===== config.mk =====
export PLATFORM = sky130hd
export DESIGN_NAME = hcrs_csr
export DESIGN_NICKNAME = d
export VERILOG_FILES = /design/src/hw/rtl/hcrs_pkg.sv /design/src/hw/rtl/hcrs_csr.sv
export SDC_FILE = /design/constraint.sdc
export NUM_CORES = 1
export LEC_CHECK = 0
export ABC_CLOCK_PERIOD_IN_PS = 1000
export BUFFER_PORTS_ARGS = -buffer_cell sky130_fd_sc_hd__buf_2
export CAP_MARGIN = 40
export CORE_MARGIN = 5
export CORE_UTILIZATION = 27
export CTS_CLUSTER_SIZE = 40
export DETAILED_ROUTE_END_ITERATION = 8
export PLACE_DENSITY = 0.92
export SLEW_MARGIN = 20
export SYNTH_ARGS = -nofsm -noshare
export SYNTH_HDL_FRONTEND = slang
export SYNTH_SLANG_ARGS = --single-unit

===== constraint.sdc =====
create_clock -name clock -period 1 [get_ports clock]
set_input_delay 0.05 -clock clock [delete_from_list [all_inputs] [get_ports clock]]
set_output_delay 0.05 -clock clock [all_outputs]
set_load 0.01 [all_outputs]

===== src/hw/rtl/hcrs_pkg.sv =====
// Package for the height color ramp shader: item types, stage-to-stage structs,
// fixed-point constants and the constant breakpoint, color and reciprocal tables.
// Depends on nothing; every other file of the block uses it by scoped names.
package hcrs_pkg;

   // Default number of fraction bits of the height field.
   localparam int HEIGHT_FRAC_BITS_DEF = 8;

   localparam int NUM_TABLES = 5;
   localparam int MAX_BP     = 8;
   localparam int TAB_W      = 3;
   localparam int SEG_W      = 3;
   localparam int HALF_W     = 10;
   localparam int RECIP_W    = 25;
   localparam int COLOR_W    = 24;
   localparam int SCALE_W    = 25;
   localparam int MIX_W      = 23;
   localparam int T16_W      = 17;

   localparam logic [TAB_W-1:0] LAST_TABLE = TAB_W'(NUM_TABLES - 1);

   // Fixed-point constants.
   localparam logic [T16_W-1:0]   T_ONE       = 17'd65536;
   localparam logic [SCALE_W-1:0] Q24_ONE     = 25'd16777216;
   localparam logic [14:0]        SLOPE_LOW   = 15'd13107;
   localparam logic [14:0]        SLOPE_HIGH  = 15'd19661;
   localparam logic [8:0]         HALF_BRIGHT = 9'd128;
   localparam logic [8:0]         WHITEN_KNEE = 9'd212;
   localparam logic [15:0]        NOISE_KEEP  = 16'd64553;
   localparam logic [9:0]         NOISE_MIX   = 10'd983;

   // Configuration port.
   localparam int CSR_ADDR_W = 3;
   localparam int CSR_DATA_W = 32;
   localparam logic [0:0] REG_COLOR_SCHEME = 1'b0;

   typedef struct packed {
      logic signed [18:0] height;
      logic [8:0]         brightness;
      logic [7:0]         noise_red;
      logic [7:0]         noise_green;
      logic [7:0]         noise_blue;
   } req_type;

   typedef struct packed {
      logic [7:0] red;
      logic [7:0] green;
      logic [7:0] blue;
   } rsp_type;

   // Valid bit plus the table and segment that travel with an item.
   typedef struct packed {
      logic             valid;
      logic [TAB_W-1:0] tab;
      logic [SEG_W-1:0] seg;
   } track_type;

   // Shading controls worked out once per item at the front of the pipeline.
   typedef struct packed {
      logic [SCALE_W-1:0] scale;
      logic [MIX_W-1:0]   mix;
      logic               hpos;
      logic [7:0]         noise_red;
      logic [7:0]         noise_green;
      logic [7:0]         noise_blue;
   } side_type;

   // Working color, 0..255 scale in Q16.
   typedef struct packed {
      logic [COLOR_W-1:0] red;
      logic [COLOR_W-1:0] green;
      logic [COLOR_W-1:0] blue;
   } color_type;

   // Breakpoints in half units, ascending within each table.
   localparam logic signed [HALF_W-1:0] BP_HALF [NUM_TABLES][MAX_BP] = '{
      '{-10'sd5, -10'sd1, 10'sd0, 10'sd13, 10'sd14, 10'sd20, 10'sd100, 10'sd300},
      '{-10'sd5, -10'sd1, 10'sd0, 10'sd13, 10'sd14, 10'sd20, 10'sd100, 10'sd300},
      '{-10'sd5, 10'sd1, 10'sd2, 10'sd100, 10'sd300, 10'sd0, 10'sd0, 10'sd0},
      '{-10'sd5, 10'sd1, 10'sd2, 10'sd100, 10'sd300, 10'sd0, 10'sd0, 10'sd0},
      '{-10'sd5, 10'sd1, 10'sd2, 10'sd100, 10'sd300, 10'sd0, 10'sd0, 10'sd0}
   };

   localparam logic [3:0] BP_COUNT [NUM_TABLES] = '{4'd8, 4'd8, 4'd5, 4'd5, 4'd5};

   // round(2^24 / w) per segment, w being the segment width in half units.
   localparam logic [RECIP_W-1:0] SEG_RECIP [NUM_TABLES][MAX_BP] = '{
      '{25'd4194304, 25'd16777216, 25'd1290555, 25'd16777216,
        25'd2796203, 25'd209715, 25'd83886, 25'd0},
      '{25'd4194304, 25'd16777216, 25'd1290555, 25'd16777216,
        25'd2796203, 25'd209715, 25'd83886, 25'd0},
      '{25'd2796203, 25'd16777216, 25'd171196, 25'd83886,
        25'd0, 25'd0, 25'd0, 25'd0},
      '{25'd2796203, 25'd16777216, 25'd171196, 25'd83886,
        25'd0, 25'd0, 25'd0, 25'd0},
      '{25'd2796203, 25'd16777216, 25'd171196, 25'd83886,
        25'd0, 25'd0, 25'd0, 25'd0}
   };

   // Breakpoint colors packed as {red, green, blue}.
   localparam logic [23:0] BP_RGB [NUM_TABLES][MAX_BP] = '{
      '{{8'd164, 8'd146, 8'd124}, {8'd219, 8'd186, 8'd153}, {8'd194, 8'd142, 8'd102},
        {8'd199, 8'd172, 8'd148}, {8'd177, 8'd172, 8'd132}, {8'd125, 8'd171, 8'd142},
        {8'd59, 8'd137, 8'd11}, {8'd59, 8'd137, 8'd11}},
      '{{8'd164, 8'd146, 8'd124}, {8'd219, 8'd186, 8'd153}, {8'd191, 8'd171, 8'd129},
        {8'd114, 8'd150, 8'd65}, {8'd120, 8'd150, 8'd64}, {8'd135, 8'd149, 8'd60},
        {8'd132, 8'd137, 8'd11}, {8'd132, 8'd137, 8'd11}},
      '{{8'd156, 8'd137, 8'd116}, {8'd156, 8'd137, 8'd116}, {8'd128, 8'd137, 8'd74},
        {8'd72, 8'd67, 8'd38}, {8'd72, 8'd67, 8'd38}, {8'd0, 8'd0, 8'd0},
        {8'd0, 8'd0, 8'd0}, {8'd0, 8'd0, 8'd0}},
      '{{8'd204, 8'd168, 8'd146}, {8'd204, 8'd168, 8'd146}, {8'd221, 8'd138, 8'd88},
        {8'd197, 8'd111, 8'd60}, {8'd197, 8'd111, 8'd60}, {8'd0, 8'd0, 8'd0},
        {8'd0, 8'd0, 8'd0}, {8'd0, 8'd0, 8'd0}},
      '{{8'd138, 8'd153, 8'd105}, {8'd144, 8'd149, 8'd110}, {8'd128, 8'd137, 8'd74},
        {8'd72, 8'd67, 8'd38}, {8'd72, 8'd67, 8'd38}, {8'd0, 8'd0, 8'd0},
        {8'd0, 8'd0, 8'd0}, {8'd0, 8'd0, 8'd0}}
   };

   // Width of the signed height compare path: holds the input and the largest
   // breakpoint at the given number of fraction bits.
   function automatic int cmp_width(input int frac_bits);
      return (frac_bits + 10 > 20) ? frac_bits + 10 : 20;
   endfunction

   // Width of the offset-times-reciprocal product.
   function automatic int prod_width(input int frac_bits);
      return cmp_width(frac_bits) + RECIP_W;
   endfunction

endpackage


===== src/hw/rtl/hcrs_csr.sv =====
// Configuration register file of the height color ramp shader (color scheme).
// Depends on hcrs_pkg for the address and data widths and the register index.
module hcrs_csr (
   input  logic                              clock,
   input  logic                              reset,
   input  logic                              psel,
   input  logic                              penable,
   input  logic                              pwrite,
   input  logic [hcrs_pkg::CSR_ADDR_W-1:0]   paddr,
   input  logic [hcrs_pkg::CSR_DATA_W-1:0]   pwdata,
   output logic [hcrs_pkg::CSR_DATA_W-1:0]   prdata,
   output logic                              pready,
   output logic [hcrs_pkg::TAB_W-1:0]        scheme_o
);

   logic [hcrs_pkg::TAB_W-1:0] scheme_ff;
   logic [hcrs_pkg::TAB_W-1:0] scheme_in;
   logic                       hit;

   assign hit    = (paddr[hcrs_pkg::CSR_ADDR_W-1:2] == hcrs_pkg::REG_COLOR_SCHEME);
   assign pready = 1'b1;

   always_comb begin
      scheme_in = scheme_ff;
      if (psel && penable && pwrite && pready && hit) begin
         scheme_in = pwdata[hcrs_pkg::TAB_W-1:0];
      end
   end

   always_ff @(posedge clock) begin
      if (reset) begin
         scheme_ff <= '0;
      end else begin
         scheme_ff <= scheme_in;
      end
   end

   assign prdata   = hit ? {{(hcrs_pkg::CSR_DATA_W - hcrs_pkg::TAB_W){1'b0}}, scheme_ff} : '0;
   assign scheme_o = scheme_ff;

endmodule


# ---- Yosys cells after proc, flatten, opt, wreduce, memory -nomap -nowiden
# Index checks and enable logic that the tools add are counted.
dict set report classes {
  n_mux 1
  bitwise 1
  reduce_logical 3
}
# op count
set op_table {}
lappend op_table {{logical AND 1 bit} 3}
lappend op_table {{2-to-1 mux 3 bit} 1}
lappend op_table {{inverter 1 bit} 1}
dict set report word_totals {
  ff_bits 3
  out_inout_bits 36
  elab_cells 6
}

# ---- Longest topological paths before layout
dict set report logic_depth {
  ltp_word 3
  depth_mapped 3
  mapped_depth_nobuf 2
}

# ---- Worst setup path before layout
# Ideal clock, no wire load.
dict set report synth_timing {
  kind {input port to flip-flop}
  from {in paddr[2] (netlist name)}
  to {reg scheme_ff, in the netlist scheme_o[0]}
  arrival_ns 0.540
  required_time_ns 0.928
  slack_ns 0.388
  path_stages 3
  path_buffers 1
  cell_sequence {and4b_1 > buf_6 > mux2i_1}
}
dict set report synth_between {
  elab_chain_len 2
}
# element line_no
set synth_rtl {}
lappend synth_rtl {{start: declaration} hcrs_csr.sv:9} ;# input logic [hcrs_pkg::CSR_ADDR_W-1:0] paddr,
lappend synth_rtl {{inverter 1 bit} hcrs_csr.sv:20} ;# assign hit = (paddr[hcrs_pkg::CSR_ADDR_W-1:2] == hcrs_pkg::REG_COLOR_SCHEME);
lappend synth_rtl {{logical AND 1 bit} hcrs_csr.sv:25} ;# if (psel && penable && pwrite && pready && hit) begin
lappend synth_rtl {{end signal: assignment} hcrs_csr.sv:34} ;# scheme_ff <= scheme_in;
lappend synth_rtl {{end: declaration} hcrs_csr.sv:16} ;# logic [hcrs_pkg::TAB_W-1:0] scheme_ff;
# Every way passes these cells.
# A chain may end at the register's enable or synchronous reset.

# ---- Final worst setup path
dict set report layout_timing {
  from {reg scheme_ff, in the netlist scheme_o[2]}
  to {out prdata[2] (netlist name)}
}
dict set report layout_between {
  elab_chain_len 1
}
# element line_no
set layout_rtl {}
lappend layout_rtl {{2-to-1 mux 3 bit} hcrs_csr.sv:38} ;# assign prdata = hit ? {{(hcrs_pkg::CSR_DATA_W - hcrs_pkg::TAB_W){1'b0}}, scheme_ff} : '0;
lappend layout_rtl {{end: declaration} hcrs_csr.sv:11} ;# output logic [hcrs_pkg::CSR_DATA_W-1:0] prdata,
# Every way passes these cells.

==> flow_metrics.env <==
export IMPL_ir_worst_vdd_v=0.000417
export IMPL_max_freq_mhz=1080
export IMPL_hold_path_startpoint="pwdata[0]"
export IMPL_holdBufCountCts=0
export IMPL_die_h_um=48.9
export IMPL_vias=258
export IMPL_path_class="register to output pin"
export IMPL_drc=0
export IMPL_dpl_cell_area_um2=367
export IMPL_firstDrtPassIters=1
export IMPL_clockRootBuffer="clkbuf_4"
export IMPL_grt_pass1_wl_um=1050
export IMPL_start_kind="register"
export IMPL_synth_area_per_cell_um2=8.32
export IMPL_ys_warn_count=0
export IMPL_drtIter0Drc=0
export IMPL_grt_overflow=0
export IMPL_nets=105
export IMPL_start_util_pct=27.7
export IMPL_synth_seq_area_share_pct=14.7
export IMPL_fin_tns_setup_ns=0
export IMPL_insertion_delay_ns=0.23
export IMPL_max_cap_violations=0
export IMPL_place_congestion=0.663
export IMPL_numPortBuffers=14
export IMPL_ioPinCount=76
export IMPL_ys_types=8
export IMPL_numCtsBuffers=3
export IMPL_period_share_pct=92.6
export IMPL_antenna_found_initial=0
export IMPL_netlist_instances=49
export IMPL_rr_startpoint="scheme_o[2]"
export IMPL_layout_common_cells="conb_1 (30), buf_2 (14), nand2b_1 (6)"
export IMPL_ant_nets=0
export IMPL_rows=14
export IMPL_grt_start_max_net_pins=7
export IMPL_mostFrequentLayoutCell="conb_1"
export IMPL_drive_gt1_share_pct=31.3
export IMPL_crit_fanout=3
export IMPL_period_needed_ns=0.926
export IMPL_fin_skew_ns=0
export IMPL_first_global_vias=233
export IMPL_critPathArrivalTime_ns=0.88
export IMPL_cts_tree="yes"
export IMPL_post_cts_buffers=0
export IMPL_p_per_area_mw_per_mm2=1080
export IMPL_worstHoldPathType="input port to register"
export IMPL_run_status="complete, no violations"
export IMPL_clock_sinks=3
export IMPL_drv_slew=0
export IMPL_ys_ff_latch=3
export IMPL_final_hold_violation_count=0
export IMPL_setup_worst_path_end_class="output pin"
export IMPL_viasPerCell=3.23
export IMPL_fp_dieW_um=48.9
export IMPL_wire_per_inst_um=8.54
export IMPL_wirelength_um=683
export IMPL_synth_area_um2=408
export IMPL_cts_reportedPaths_clkPinSlew_ns=0.04
export IMPL_htree_levels=1
export IMPL_cts_resized=0
export IMPL_grt_usage_pct=5.81
export IMPL_core_area_mm2=0.00147
export IMPL_critPathRequiredTime_ns=0.95
export IMPL_final_area_um2=393
export IMPL_leakagePower_nw=0.243
export IMPL_largest_reg_flops=3
export IMPL_fin_util_pct=26.7
export IMPL_grt_setup_unrepaired="no"
export IMPL_fillers=163
export IMPL_syn_to_final_growth_pct=-3.68
export IMPL_finalSetupViolations=0
export IMPL_antennaDiodeCount=0
export IMPL_crit_start="scheme_o[2]"
export IMPL_dieArea_mm2=0.00239
export IMPL_cts_buffer_depth=2
-- synthesized netlist by cell type, drive strengths merged --
cell type	number	area share, %
and2b	3	6.4
and4b	1	2.5
conb	2	1.8
buf	31	58
mux2i	3	7.4
nand2b	6	9.2
dfxtp	3	15
-- kinds of logic after synthesis --
| logic type | count (synthesis) | share of synthesized area (%) |
|---|---|---|
| simple gates | 10 | 18.1 |
| mux | 3 | 7.36 |
| other cells | 2 | 1.84 |
| buf+inv | 31 | 58.0 |
| flops | 3 | 14.7 |
-- path summary, 6_finish.rpt --
check | end | slack, ns | cells past startpoint
max | prdata[2] | 0.07 | 2
min | scheme_o[0] | 0.09 | 3
max reg2reg | scheme_o[2] | 0.37 | 2
min reg2reg | scheme_o[1] | 0.50 | 2
-- critical path: stages (launching register included) --
cell,delay (ns)
dfxtp_1,0.32
and2b_2,0.19
buf_2,0.13
-- layer usage --
layer  wire (um)  global-route usage [%]  vias up
met4           8                    5.38        0
met5           0                       0        -
met1         227                    5.10      108
li1            -                       -      119
met2         283                    8.48       29
met3         163                    4.28        2
-- where the power goes --
part           switching (mW)  total (mW)  internal (mW)  leakage, nW
Clock                  0.0618       0.211          0.150       0.0150
Sequential            0.00232       0.125          0.123       0.0243
Combinational          0.0659      0.0896         0.0237        0.204
Total                   0.130       0.426          0.296        0.243
-- layout make-up --
class	instances	area (um2)	area share [%]
well taps	16	20.0	5.10
flip-flops and latches	3	60.1	15.3
repair buffers	14	70.1	17.8
multi-input cells	43	216	55.1
clock buffers	4	26.3	6.69
-- through the flow --
| step | hold slack, ns | worst slack, ns | power, mW | cells |
|---|---|---|---|---|
| floorplan | 0.205 | 0.388 | 0.281 | 77 |
| global placement | 0.319 | 0.228 | 0.212 | 76 |
| detailed placement | 0.330 | 0.174 | 0.214 | 76 |
| CTS | 0.0847 | 0.0566 | 0.435 | 80 |
| global route | 0.0916 | 0.0251 | 0.463 | 80 |
| finish | 0.0865 | 0.0742 | 0.426 | 80 |
Power figures use the tool's default switching activity.
