### config.mk
export PLATFORM = sky130hd
export DESIGN_NAME = hcrs_interp
export DESIGN_NICKNAME = d
export VERILOG_FILES = /design/src/hw/rtl/hcrs_pkg.sv /design/src/hw/rtl/hcrs_interp.sv
export SDC_FILE = /design/constraint.sdc
export NUM_CORES = 2
export LEC_CHECK = 0
export ABC_CLOCK_PERIOD_IN_PS = 7520
export BUFFER_PORTS_ARGS = -buffer_cell sky130_fd_sc_hd__buf_2
export CAP_MARGIN = 20
export CORE_ASPECT_RATIO = 0.7
export CORE_UTILIZATION = 55
export DETAILED_ROUTE_END_ITERATION = 16
export PLACE_DENSITY = 0.75
export SLEW_MARGIN = 20
export SYNTH_ARGS = -nofsm -noshare
export SYNTH_HDL_FRONTEND = slang
export SYNTH_SLANG_ARGS = --single-unit
### constraint.sdc
create_clock -name clock -period 7.52 [get_ports clock]
set_clock_uncertainty 0.2 [all_clocks]
set_input_delay 0.752 -clock clock [delete_from_list [all_inputs] [get_ports clock]]
set_output_delay 0.752 -clock clock [all_outputs]
set_load 0.005 [all_outputs]
### src/hw/rtl/hcrs_pkg.sv
// Package for the height color ramp shader: item types, stage-to-stage structs,
// fixed-point constants and the constant breakpoint, color and reciprocal tables.
// Depends on nothing; every other file of the block uses it by scoped names.
package hcrs_pkg;

   // Default number of fraction bits of the height field.
   localparam int HEIGHT_FRAC_BITS_DEF = 8;

   localparam int NUM_TABLES = 5;
   localparam int MAX_BP     = 8;
   localparam int TAB_W      = 3;
   localparam int SEG_W      = 3;
   localparam int HALF_W     = 10;
   localparam int RECIP_W    = 25;
   localparam int COLOR_W    = 24;
   localparam int SCALE_W    = 25;
   localparam int MIX_W      = 23;
   localparam int T16_W      = 17;

   localparam logic [TAB_W-1:0] LAST_TABLE = TAB_W'(NUM_TABLES - 1);

   // Fixed-point constants.
   localparam logic [T16_W-1:0]   T_ONE       = 17'd65536;
   localparam logic [SCALE_W-1:0] Q24_ONE     = 25'd16777216;
   localparam logic [14:0]        SLOPE_LOW   = 15'd13107;
   localparam logic [14:0]        SLOPE_HIGH  = 15'd19661;
   localparam logic [8:0]         HALF_BRIGHT = 9'd128;
   localparam logic [8:0]         WHITEN_KNEE = 9'd212;
   localparam logic [15:0]        NOISE_KEEP  = 16'd64553;
   localparam logic [9:0]         NOISE_MIX   = 10'd983;

   // Configuration port.
   localparam int CSR_ADDR_W = 3;
   localparam int CSR_DATA_W = 32;
   localparam logic [0:0] REG_COLOR_SCHEME = 1'b0;

   typedef struct packed {
      logic signed [18:0] height;
      logic [8:0]         brightness;
      logic [7:0]         noise_red;
      logic [7:0]         noise_green;
      logic [7:0]         noise_blue;
   } req_type;

   typedef struct packed {
      logic [7:0] red;
      logic [7:0] green;
      logic [7:0] blue;
   } rsp_type;

   // Valid bit plus the table and segment that travel with an item.
   typedef struct packed {
      logic             valid;
      logic [TAB_W-1:0] tab;
      logic [SEG_W-1:0] seg;
   } track_type;

   // Shading controls worked out once per item at the front of the pipeline.
   typedef struct packed {
      logic [SCALE_W-1:0] scale;
      logic [MIX_W-1:0]   mix;
      logic               hpos;
      logic [7:0]         noise_red;
      logic [7:0]         noise_green;
      logic [7:0]         noise_blue;
   } side_type;

   // Working color, 0..255 scale in Q16.
   typedef struct packed {
      logic [COLOR_W-1:0] red;
      logic [COLOR_W-1:0] green;
      logic [COLOR_W-1:0] blue;
   } color_type;

   // Breakpoints in half units, ascending within each table.
   localparam logic signed [HALF_W-1:0] BP_HALF [NUM_TABLES][MAX_BP] = '{
      '{-10'sd5, -10'sd1, 10'sd0, 10'sd13, 10'sd14, 10'sd20, 10'sd100, 10'sd300},
      '{-10'sd5, -10'sd1, 10'sd0, 10'sd13, 10'sd14, 10'sd20, 10'sd100, 10'sd300},
      '{-10'sd5, 10'sd1, 10'sd2, 10'sd100, 10'sd300, 10'sd0, 10'sd0, 10'sd0},
      '{-10'sd5, 10'sd1, 10'sd2, 10'sd100, 10'sd300, 10'sd0, 10'sd0, 10'sd0},
      '{-10'sd5, 10'sd1, 10'sd2, 10'sd100, 10'sd300, 10'sd0, 10'sd0, 10'sd0}
   };

   localparam logic [3:0] BP_COUNT [NUM_TABLES] = '{4'd8, 4'd8, 4'd5, 4'd5, 4'd5};

   // round(2^24 / w) per segment, w being the segment width in half units.
   localparam logic [RECIP_W-1:0] SEG_RECIP [NUM_TABLES][MAX_BP] = '{
      '{25'd4194304, 25'd16777216, 25'd1290555, 25'd16777216,
        25'd2796203, 25'd209715, 25'd83886, 25'd0},
      '{25'd4194304, 25'd16777216, 25'd1290555, 25'd16777216,
        25'd2796203, 25'd209715, 25'd83886, 25'd0},
      '{25'd2796203, 25'd16777216, 25'd171196, 25'd83886,
        25'd0, 25'd0, 25'd0, 25'd0},
      '{25'd2796203, 25'd16777216, 25'd171196, 25'd83886,
        25'd0, 25'd0, 25'd0, 25'd0},
      '{25'd2796203, 25'd16777216, 25'd171196, 25'd83886,
        25'd0, 25'd0, 25'd0, 25'd0}
   };

   // Breakpoint colors packed as {red, green, blue}.
   localparam logic [23:0] BP_RGB [NUM_TABLES][MAX_BP] = '{
      '{{8'd164, 8'd146, 8'd124}, {8'd219, 8'd186, 8'd153}, {8'd194, 8'd142, 8'd102},
        {8'd199, 8'd172, 8'd148}, {8'd177, 8'd172, 8'd132}, {8'd125, 8'd171, 8'd142},
        {8'd59, 8'd137, 8'd11}, {8'd59, 8'd137, 8'd11}},
      '{{8'd164, 8'd146, 8'd124}, {8'd219, 8'd186, 8'd153}, {8'd191, 8'd171, 8'd129},
        {8'd114, 8'd150, 8'd65}, {8'd120, 8'd150, 8'd64}, {8'd135, 8'd149, 8'd60},
        {8'd132, 8'd137, 8'd11}, {8'd132, 8'd137, 8'd11}},
      '{{8'd156, 8'd137, 8'd116}, {8'd156, 8'd137, 8'd116}, {8'd128, 8'd137, 8'd74},
        {8'd72, 8'd67, 8'd38}, {8'd72, 8'd67, 8'd38}, {8'd0, 8'd0, 8'd0},
        {8'd0, 8'd0, 8'd0}, {8'd0, 8'd0, 8'd0}},
      '{{8'd204, 8'd168, 8'd146}, {8'd204, 8'd168, 8'd146}, {8'd221, 8'd138, 8'd88},
        {8'd197, 8'd111, 8'd60}, {8'd197, 8'd111, 8'd60}, {8'd0, 8'd0, 8'd0},
        {8'd0, 8'd0, 8'd0}, {8'd0, 8'd0, 8'd0}},
      '{{8'd138, 8'd153, 8'd105}, {8'd144, 8'd149, 8'd110}, {8'd128, 8'd137, 8'd74},
        {8'd72, 8'd67, 8'd38}, {8'd72, 8'd67, 8'd38}, {8'd0, 8'd0, 8'd0},
        {8'd0, 8'd0, 8'd0}, {8'd0, 8'd0, 8'd0}}
   };

   // Width of the signed height compare path: holds the input and the largest
   // breakpoint at the given number of fraction bits.
   function automatic int cmp_width(input int frac_bits);
      return (frac_bits + 10 > 20) ? frac_bits + 10 : 20;
   endfunction

   // Width of the offset-times-reciprocal product.
   function automatic int prod_width(input int frac_bits);
      return cmp_width(frac_bits) + RECIP_W;
   endfunction

endpackage

### src/hw/rtl/hcrs_interp.sv
// Interpolation stages: rounds the product into the Q16 position t16 within the
// segment, then blends the two breakpoint colors. Depends on hcrs_pkg.
module hcrs_interp #(
   parameter int HEIGHT_FRAC_BITS = hcrs_pkg::HEIGHT_FRAC_BITS_DEF
) (
   input  logic                                               clock,
   input  logic                                               reset,
   input  hcrs_pkg::track_type                                track_i,
   input  hcrs_pkg::side_type                                 side_i,
   input  logic [hcrs_pkg::prod_width(HEIGHT_FRAC_BITS)-1:0]  prod_i,
   output logic                                               valid_o,
   output hcrs_pkg::color_type                                color_o,
   output hcrs_pkg::side_type                                 side_o
);

   localparam int PW = hcrs_pkg::prod_width(HEIGHT_FRAC_BITS);

   function automatic logic [hcrs_pkg::COLOR_W-1:0] blend(
      input logic [7:0]                 c1,
      input logic [7:0]                 c2,
      input logic [hcrs_pkg::T16_W-1:0] t16
   );
      logic [hcrs_pkg::T16_W-1:0] rest;
      logic [24:0]                acc;
      rest = hcrs_pkg::T_ONE - t16;
      acc  = 25'(c1) * 25'(rest) + 25'(c2) * 25'(t16);
      return acc[hcrs_pkg::COLOR_W-1:0];
   endfunction

   logic [PW:0]                 round_sum;
   logic [PW:0]                 tq;
   logic [hcrs_pkg::T16_W-1:0]  t16_in;
   logic                        s3_valid_ff;
   logic [hcrs_pkg::TAB_W-1:0]  s3_tab_ff;
   logic [hcrs_pkg::SEG_W-1:0]  s3_seg_ff;
   logic [hcrs_pkg::T16_W-1:0]  s3_t16_ff;
   hcrs_pkg::side_type          s3_side_ff;
   logic [23:0]                 c1;
   logic [23:0]                 c2;
   logic                        s4_valid_ff;
   hcrs_pkg::color_type         s4_color_ff, s4_color_in;
   hcrs_pkg::side_type          s4_side_ff;

   always_comb begin
      round_sum = {1'b0, prod_i} + ((PW + 1)'(1) << (HEIGHT_FRAC_BITS + 6));
      tq        = round_sum >> (HEIGHT_FRAC_BITS + 7);
      t16_in    = (tq > (PW + 1)'(hcrs_pkg::T_ONE)) ? hcrs_pkg::T_ONE
                                                    : tq[hcrs_pkg::T16_W-1:0];
   end

   always_comb begin
      c1 = hcrs_pkg::BP_RGB[s3_tab_ff][s3_seg_ff];
      c2 = hcrs_pkg::BP_RGB[s3_tab_ff][s3_seg_ff + hcrs_pkg::SEG_W'(1)];
      s4_color_in.red   = blend(c1[23:16], c2[23:16], s3_t16_ff);
      s4_color_in.green = blend(c1[15:8], c2[15:8], s3_t16_ff);
      s4_color_in.blue  = blend(c1[7:0], c2[7:0], s3_t16_ff);
   end

   always_ff @(posedge clock) begin
      if (reset) begin
         s3_valid_ff <= 1'b0;
         s4_valid_ff <= 1'b0;
      end else begin
         s3_valid_ff <= track_i.valid;
         s4_valid_ff <= s3_valid_ff;
      end
   end

   always_ff @(posedge clock) begin
      s3_tab_ff   <= track_i.tab;
      s3_seg_ff   <= track_i.seg;
      s3_t16_ff   <= t16_in;
      s3_side_ff  <= side_i;
      s4_color_ff <= s4_color_in;
      s4_side_ff  <= s3_side_ff;
   end

   assign valid_o = s4_valid_ff;
   assign color_o = s4_color_ff;
   assign side_o  = s4_side_ff;

endmodule

After elaboration in Yosys (flattened, before gate mapping)
Memory sizes are Yosys's and may differ from the RTL's.
Cells that the tools add are included.
- add/subtract/negate cells: 6
- multiply operators: 6
- magnitude comparators: 4
- muxes and demuxes: 8
- bitwise operators: 3
- operators with widths (cell ; number):
    $mux W192 ; 2
    $bmux W24 S3 ; 2
    $mul A8 B17 Y24 ; 6
    $mux W24 ; 4
    $add A24 B24 Y24 ; 3
    $add A45 B15 Y46 const B ; 1
    $gt A31 B17 Y1 const B ; 1
    $sub A17 B17 Y17 const A ; 1
    $ge A4 B4 Y1 const B ; 3
    $not A3 Y4 ; 3
    $add A3 B1 Y3 const B ; 1
- flip-flop bits (word level): 243
- memory bits (read-only): 1536
- input port bits: 127
- output and inout port bits: 146
- logic and storage cells: 48
- memories: 1
- memory list (name ; words ; bits a word ; rd ports ; clocked after memory_dff ; wr ports ; RTL line ; source):
    (no name shown) ; 8 ; 192 ; 1 ; 0 ; 0 ; hcrs_interp.sv:53 ; c2 = hcrs_pkg::BP_RGB[s3_tab_ff][s3_seg_ff + hcrs_pkg::SEG_W'(1)];

Longest topological paths before layout
- depth in word-level cells: 9
- gate-level depth with buffers: 32
- gate-level depth less buffers: 30

Worst setup path after synthesis
Ideal clock, no wire load.
- path type: register -> register
- start point: reg s3_tab_ff[1] (netlist name)
- end point: reg s4_color_ff, in the netlist color_o[71]
- library setup time: 0.072 ns
- arrival time: 7.520 ns
- required time: 7.248 ns
- setup slack: -0.272 ns
- cell stages (with the launch flop): 28
- path buffers: 4
- clock period less this slack: 7.792 ns
- cells stage by stage: dfxtp_1 -> clkbuf_1 -> inv_1 -> ha_1 -> clkbuf_1 -> or2_2 -> buf_1 -> a21o_1 -> a32oi_1 -> clkbuf_1 -> nand2_1 -> fa_1 -> fa_1 -> inv_1 -> fa_1 -> fa_1 -> fa_1 -> inv_1 -> fa_1 -> inv_1 -> ha_1 -> or4_1 -> o21ba_2 -> o2111ai_1 -> o221ai_1 -> a211oi_1 -> o2bb2ai_1 -> xnor2_1
- RTL lines (element ; RTL line ; source):
    from (decl) ; hcrs_interp.sv:34 ; logic [hcrs_pkg::TAB_W-1:0] s3_tab_ff;
    from (signal assigned) ; hcrs_interp.sv:70 ; s3_tab_ff <= track_i.tab;
    to (signal assigned) ; hcrs_interp.sv:74 ; s4_color_ff <= s4_color_in;
    to (decl) ; hcrs_interp.sv:41 ; hcrs_pkg::color_type s4_color_ff, s4_color_in;

==> impl_results.md <==
- Final max-slew violation count: 0
- Total gr overflow: 0
- CP Data Arrival Time: 7.60 ns
- Slew headroom: 32.12%
- Final Cell Area: 0.03969 sq mm
- Dpl cell area: 0.03778 sq mm
- Peak supply drop: 160.0 uV
- Vias in the first global route: 27.32k
- TritonRoute pass-1 iters: 6
- Crit. End Element: register
- CTS Buf Count: 25
- Period utilization: 97.79%
- First-pass GRT wire length: 147,200 um
- 1st-iter DRT viols: 2,452
- Area of the core: 0.05889 sq mm
- CP most frequent cell: fa_1
- Post-synth EDFFs: 0
- Filler cell count: 4,678
- Hold Buf Count CTS: 0
- Sequential Area: 0.004876 sq mm
- Initial core utilization: 56.14%
- Syn Nets: 4,683
- CP max-delay cell: fa_1
- Main flop type after synthesis: dfxtp_1
- Async SR Flop Fraction: 0%
- Syn Inst Count: 3,685
- Remaining antenna violation count: 0
- Worst stage delay on the critical path: 0.52 ns
- Via count: 26.75k
- Clk sinks: 243
- Synth warn: 0
- Drt wl/cell: 18.08 um
- Largest net degree at the start of global routing: 42
- Yosys reg bits: 243
- Leakage: 20.16 nW
- Die Wd: 295.0 um
- Sequential area share after synthesis: 14.72%
- Critical path's top delay family: adder cells
- Die area: 0.06110 sq mm
- CTS tree: yes
- Antenna violations before repair: 0
- Share of cells above drive strength 1: 20.45%
- Pwr dens: 88.98 mW/mm^2
- Outcome: complete, no violations
- Max Freq: 136.0 MHz
- DR DRC count: 0
- Clock slew at reported path FFs: 0.07 ns
- GP Congestion: 1.003
- H-tree Lvls: 1
- Setup Viol. Count Final: 0
- Max Cap Viol: 0
- All-Layer GR Usage: 30.66%
- Mapped Avg Cell Area: 8.971 sq um
- Worst EP required: 7.77 ns
- Total wire length: 90,720 um
- Total power: 3.532 mW
- CP Launch Type: register
- Vias per cell: 5.330
- HP Class: in -> reg
- Clock Path Buffers: 3
- Worst skew pair latency: 0.58 ns
- Tmin final: 7.353 ns
- Root Buffer: clkbuf_16
- Reg2Reg Setup Slack: 0.17 ns
- Die Ht: 207.1 um
- Worst setup path category: reg -> reg
- WP buf/inv: 5
- Diodes inserted: 0
- Worst-path fanout max: 5
- Library cells used by synthesis: 74
- Row count: 74
- Multi-input gate area: 0.02547 sq mm
- Synth Cell Area: 0.03306 sq mm
- Port Buffers: 258
- Syn-to-layout area delta: 20.07%
- Tightest Pin Transition: 1.018 ns
- Final Hold Violating Endpoints: 0
- HPWL Detailed: 71,850 um
- Fin nets: 5,200
- # IOs: 273
## repair_timing
item	4_1_cts	5_1_grt
setup endpoints to repair	13	27
cloned	0	1
gates resized for setup	42	125
pin swaps	5	42
setup buffers	5	29
## sequential cells by signal (all words and copies together) (netlist names)
register     flops
s3_seg_ff        3
s3_tab_ff        3
color_o         72
valid_o          1
side_o          73
s3_valid_ff      1
s3_t16_ff       17
s3_side_ff      73
## worst paths after layout
path	from	endpoint	cells past startpoint
worst max-delay path	s3_t16_ff[4]	color_o[47]	26
worst min-delay path	side_i[20]	s3_side_ff[20]	1
worst max register to register	s3_t16_ff[4]	color_o[47]	26
worst min register to register	s3_side_ff[36]	side_o[36]	0
## metrics by stage
| step | TNS, ns | setup slack (ns) | utilization (%) | cells | hold WS, ns |
|---|---|---|---|---|---|
| global placement | -0.5861 | -0.1807 | 64.16 | 4938 | 0.1095 |
| floorplan | 0 | 0.03285 | - | 3685 | 0.1096 |
| detailed placement | -1.172 | -0.3180 | 64.16 | 4938 | 0.1121 |
| CTS | 0 | 0.003078 | 66.01 | 4988 | 0.04023 |
| global route | -0.4112 | -0.07068 | 67.40 | 5018 | 0.03856 |
| finish | 0 | 0.1665 | 67.40 | 5018 | 0.06073 |
## layout by cell type, fill, tap and decap left out, drive strengths merged, types with 13 or more instances in the layout
| cell | Yosys | layout |
|---|---|---|
| a211oi | 16 | 16 |
| a21o | 25 | 25 |
| a21oi | 92 | 92 |
| a31oi | 15 | 15 |
| and2 | 263 | 263 |
| and3 | 13 | 13 |
| buf | 21 | 659 |
| clkbuf | 148 | 31 |
| dfxtp | 243 | 243 |
| fa | 657 | 657 |
| ha | 214 | 214 |
| inv | 762 | 767 |
| nand2 | 578 | 578 |
| nand3 | 40 | 40 |
| nor2 | 170 | 170 |
| nor3 | 35 | 35 |
| nor4 | 13 | 13 |
| o21a | 16 | 16 |
| o21ai | 74 | 74 |
| o22ai | 14 | 14 |
| xnor2 | 90 | 90 |
| xor2 | 35 | 35 |
## power by group
group	switching, mW	total [mW]	leakage (nW)	internal [mW]
clock	0.579	1.29	0.417	0.712
sequential	0.0156	1.37	2.03	1.35
combinational	0.521	0.876	17.7	0.355
total	1.11	3.53	20.2	2.42
## routing by layer
layer	share of wire, %	wire length, um	track usage (%)	up-vias
met5	0	0	0	-
met4	2.0	1819	6.200	0
met3	11	9795	6.577	115
met2	44	39600	45.18	1257
met1	44	39500	46.52	13260
li1	-	-	-	12110
## cell usage after synthesis (all sizes together) (3+ instances only)
master | instances | area (sq um)
a21o | 25 | 187.7
xor2 | 35 | 306.5
o32ai | 4 | 35.03
nor2 | 170 | 663.1
buf | 21 | 92.58
o21bai | 9 | 67.56
a211oi | 16 | 120.1
nand2b | 10 | 62.56
a22oi | 5 | 37.54
or4 | 4 | 33.78
mux2i | 9 | 90.09
nand2 | 578 | 2170
dfxtp | 243 | 4865
clkbuf | 148 | 556.8
nand4 | 12 | 105.1
o31ai | 7 | 52.55
o21ai | 74 | 370.4
fa | 657 | 13150
a211o | 6 | 52.55
a31o | 6 | 52.55
and2 | 263 | 1645
o211ai | 10 | 75.07
o21a | 16 | 120.1
a21oi | 92 | 460.4
and3 | 13 | 81.33
o2111ai | 3 | 26.28
or3 | 6 | 37.54
xnor2 | 90 | 788.3
inv | 762 | 2860
nor2b | 10 | 62.56
a31oi | 15 | 93.84
o311ai | 6 | 52.55
o22ai | 14 | 87.58
nor3b | 6 | 45.04
nor4 | 13 | 108.9
o22a | 3 | 26.28
or2 | 3 | 18.77
ha | 214 | 2678
nor3 | 35 | 191.4
nand3 | 40 | 212.7
## final cells by class
cell class / count / area share, %
clock inverters: 14 / 0.4098
well taps: 798 / 2.516
flip-flops and latches: 243 / 12.28
clock buffers: 31 / 1.759
multi-input cells: 2511 / 64.17
inverters: 762 / 7.216
repair buffers: 659 / 11.64
## worst reg2reg max path, cell delays in order, from the launching register on
cell and delay (ns):
dfxtp_2 0.35, nor4_4 0.30, nand2b_1 0.17, nor3_4 0.22, nand3b_1 0.26, nor3_2 0.30, xnor2_2 0.23, buf_6 0.21
buf_4 0.14, nand2_1 0.07, fa_1 0.52, fa_1 0.51, fa_1 0.51, inv_1 0.05, fa_1 0.50, fa_1 0.49
inv_1 0.05, fa_1 0.47, inv_1 0.04, ha_1 0.24, a211oi_2 0.32, and3_1 0.25, a21oi_4 0.09, a211o_1 0.32
a21o_1 0.19, a21oi_2 0.14, xnor2_1 0.08
## logic make-up (layout without fill, tap and decap cells)
kind of cell	Yosys count	in the layout	share of synthesized area, %
muxes	10	10	0.3066
xor gates and xnor gates	125	125	3.312
buffers and inverters	931	1466	10.62
adders and majority gates	871	871	47.89
and+or+nand+nor	1168	1168	16.62
AOI/OAI and AO/OA	337	337	6.541
DFF	243	243	14.72
Power figures use the tool's default switching activity.
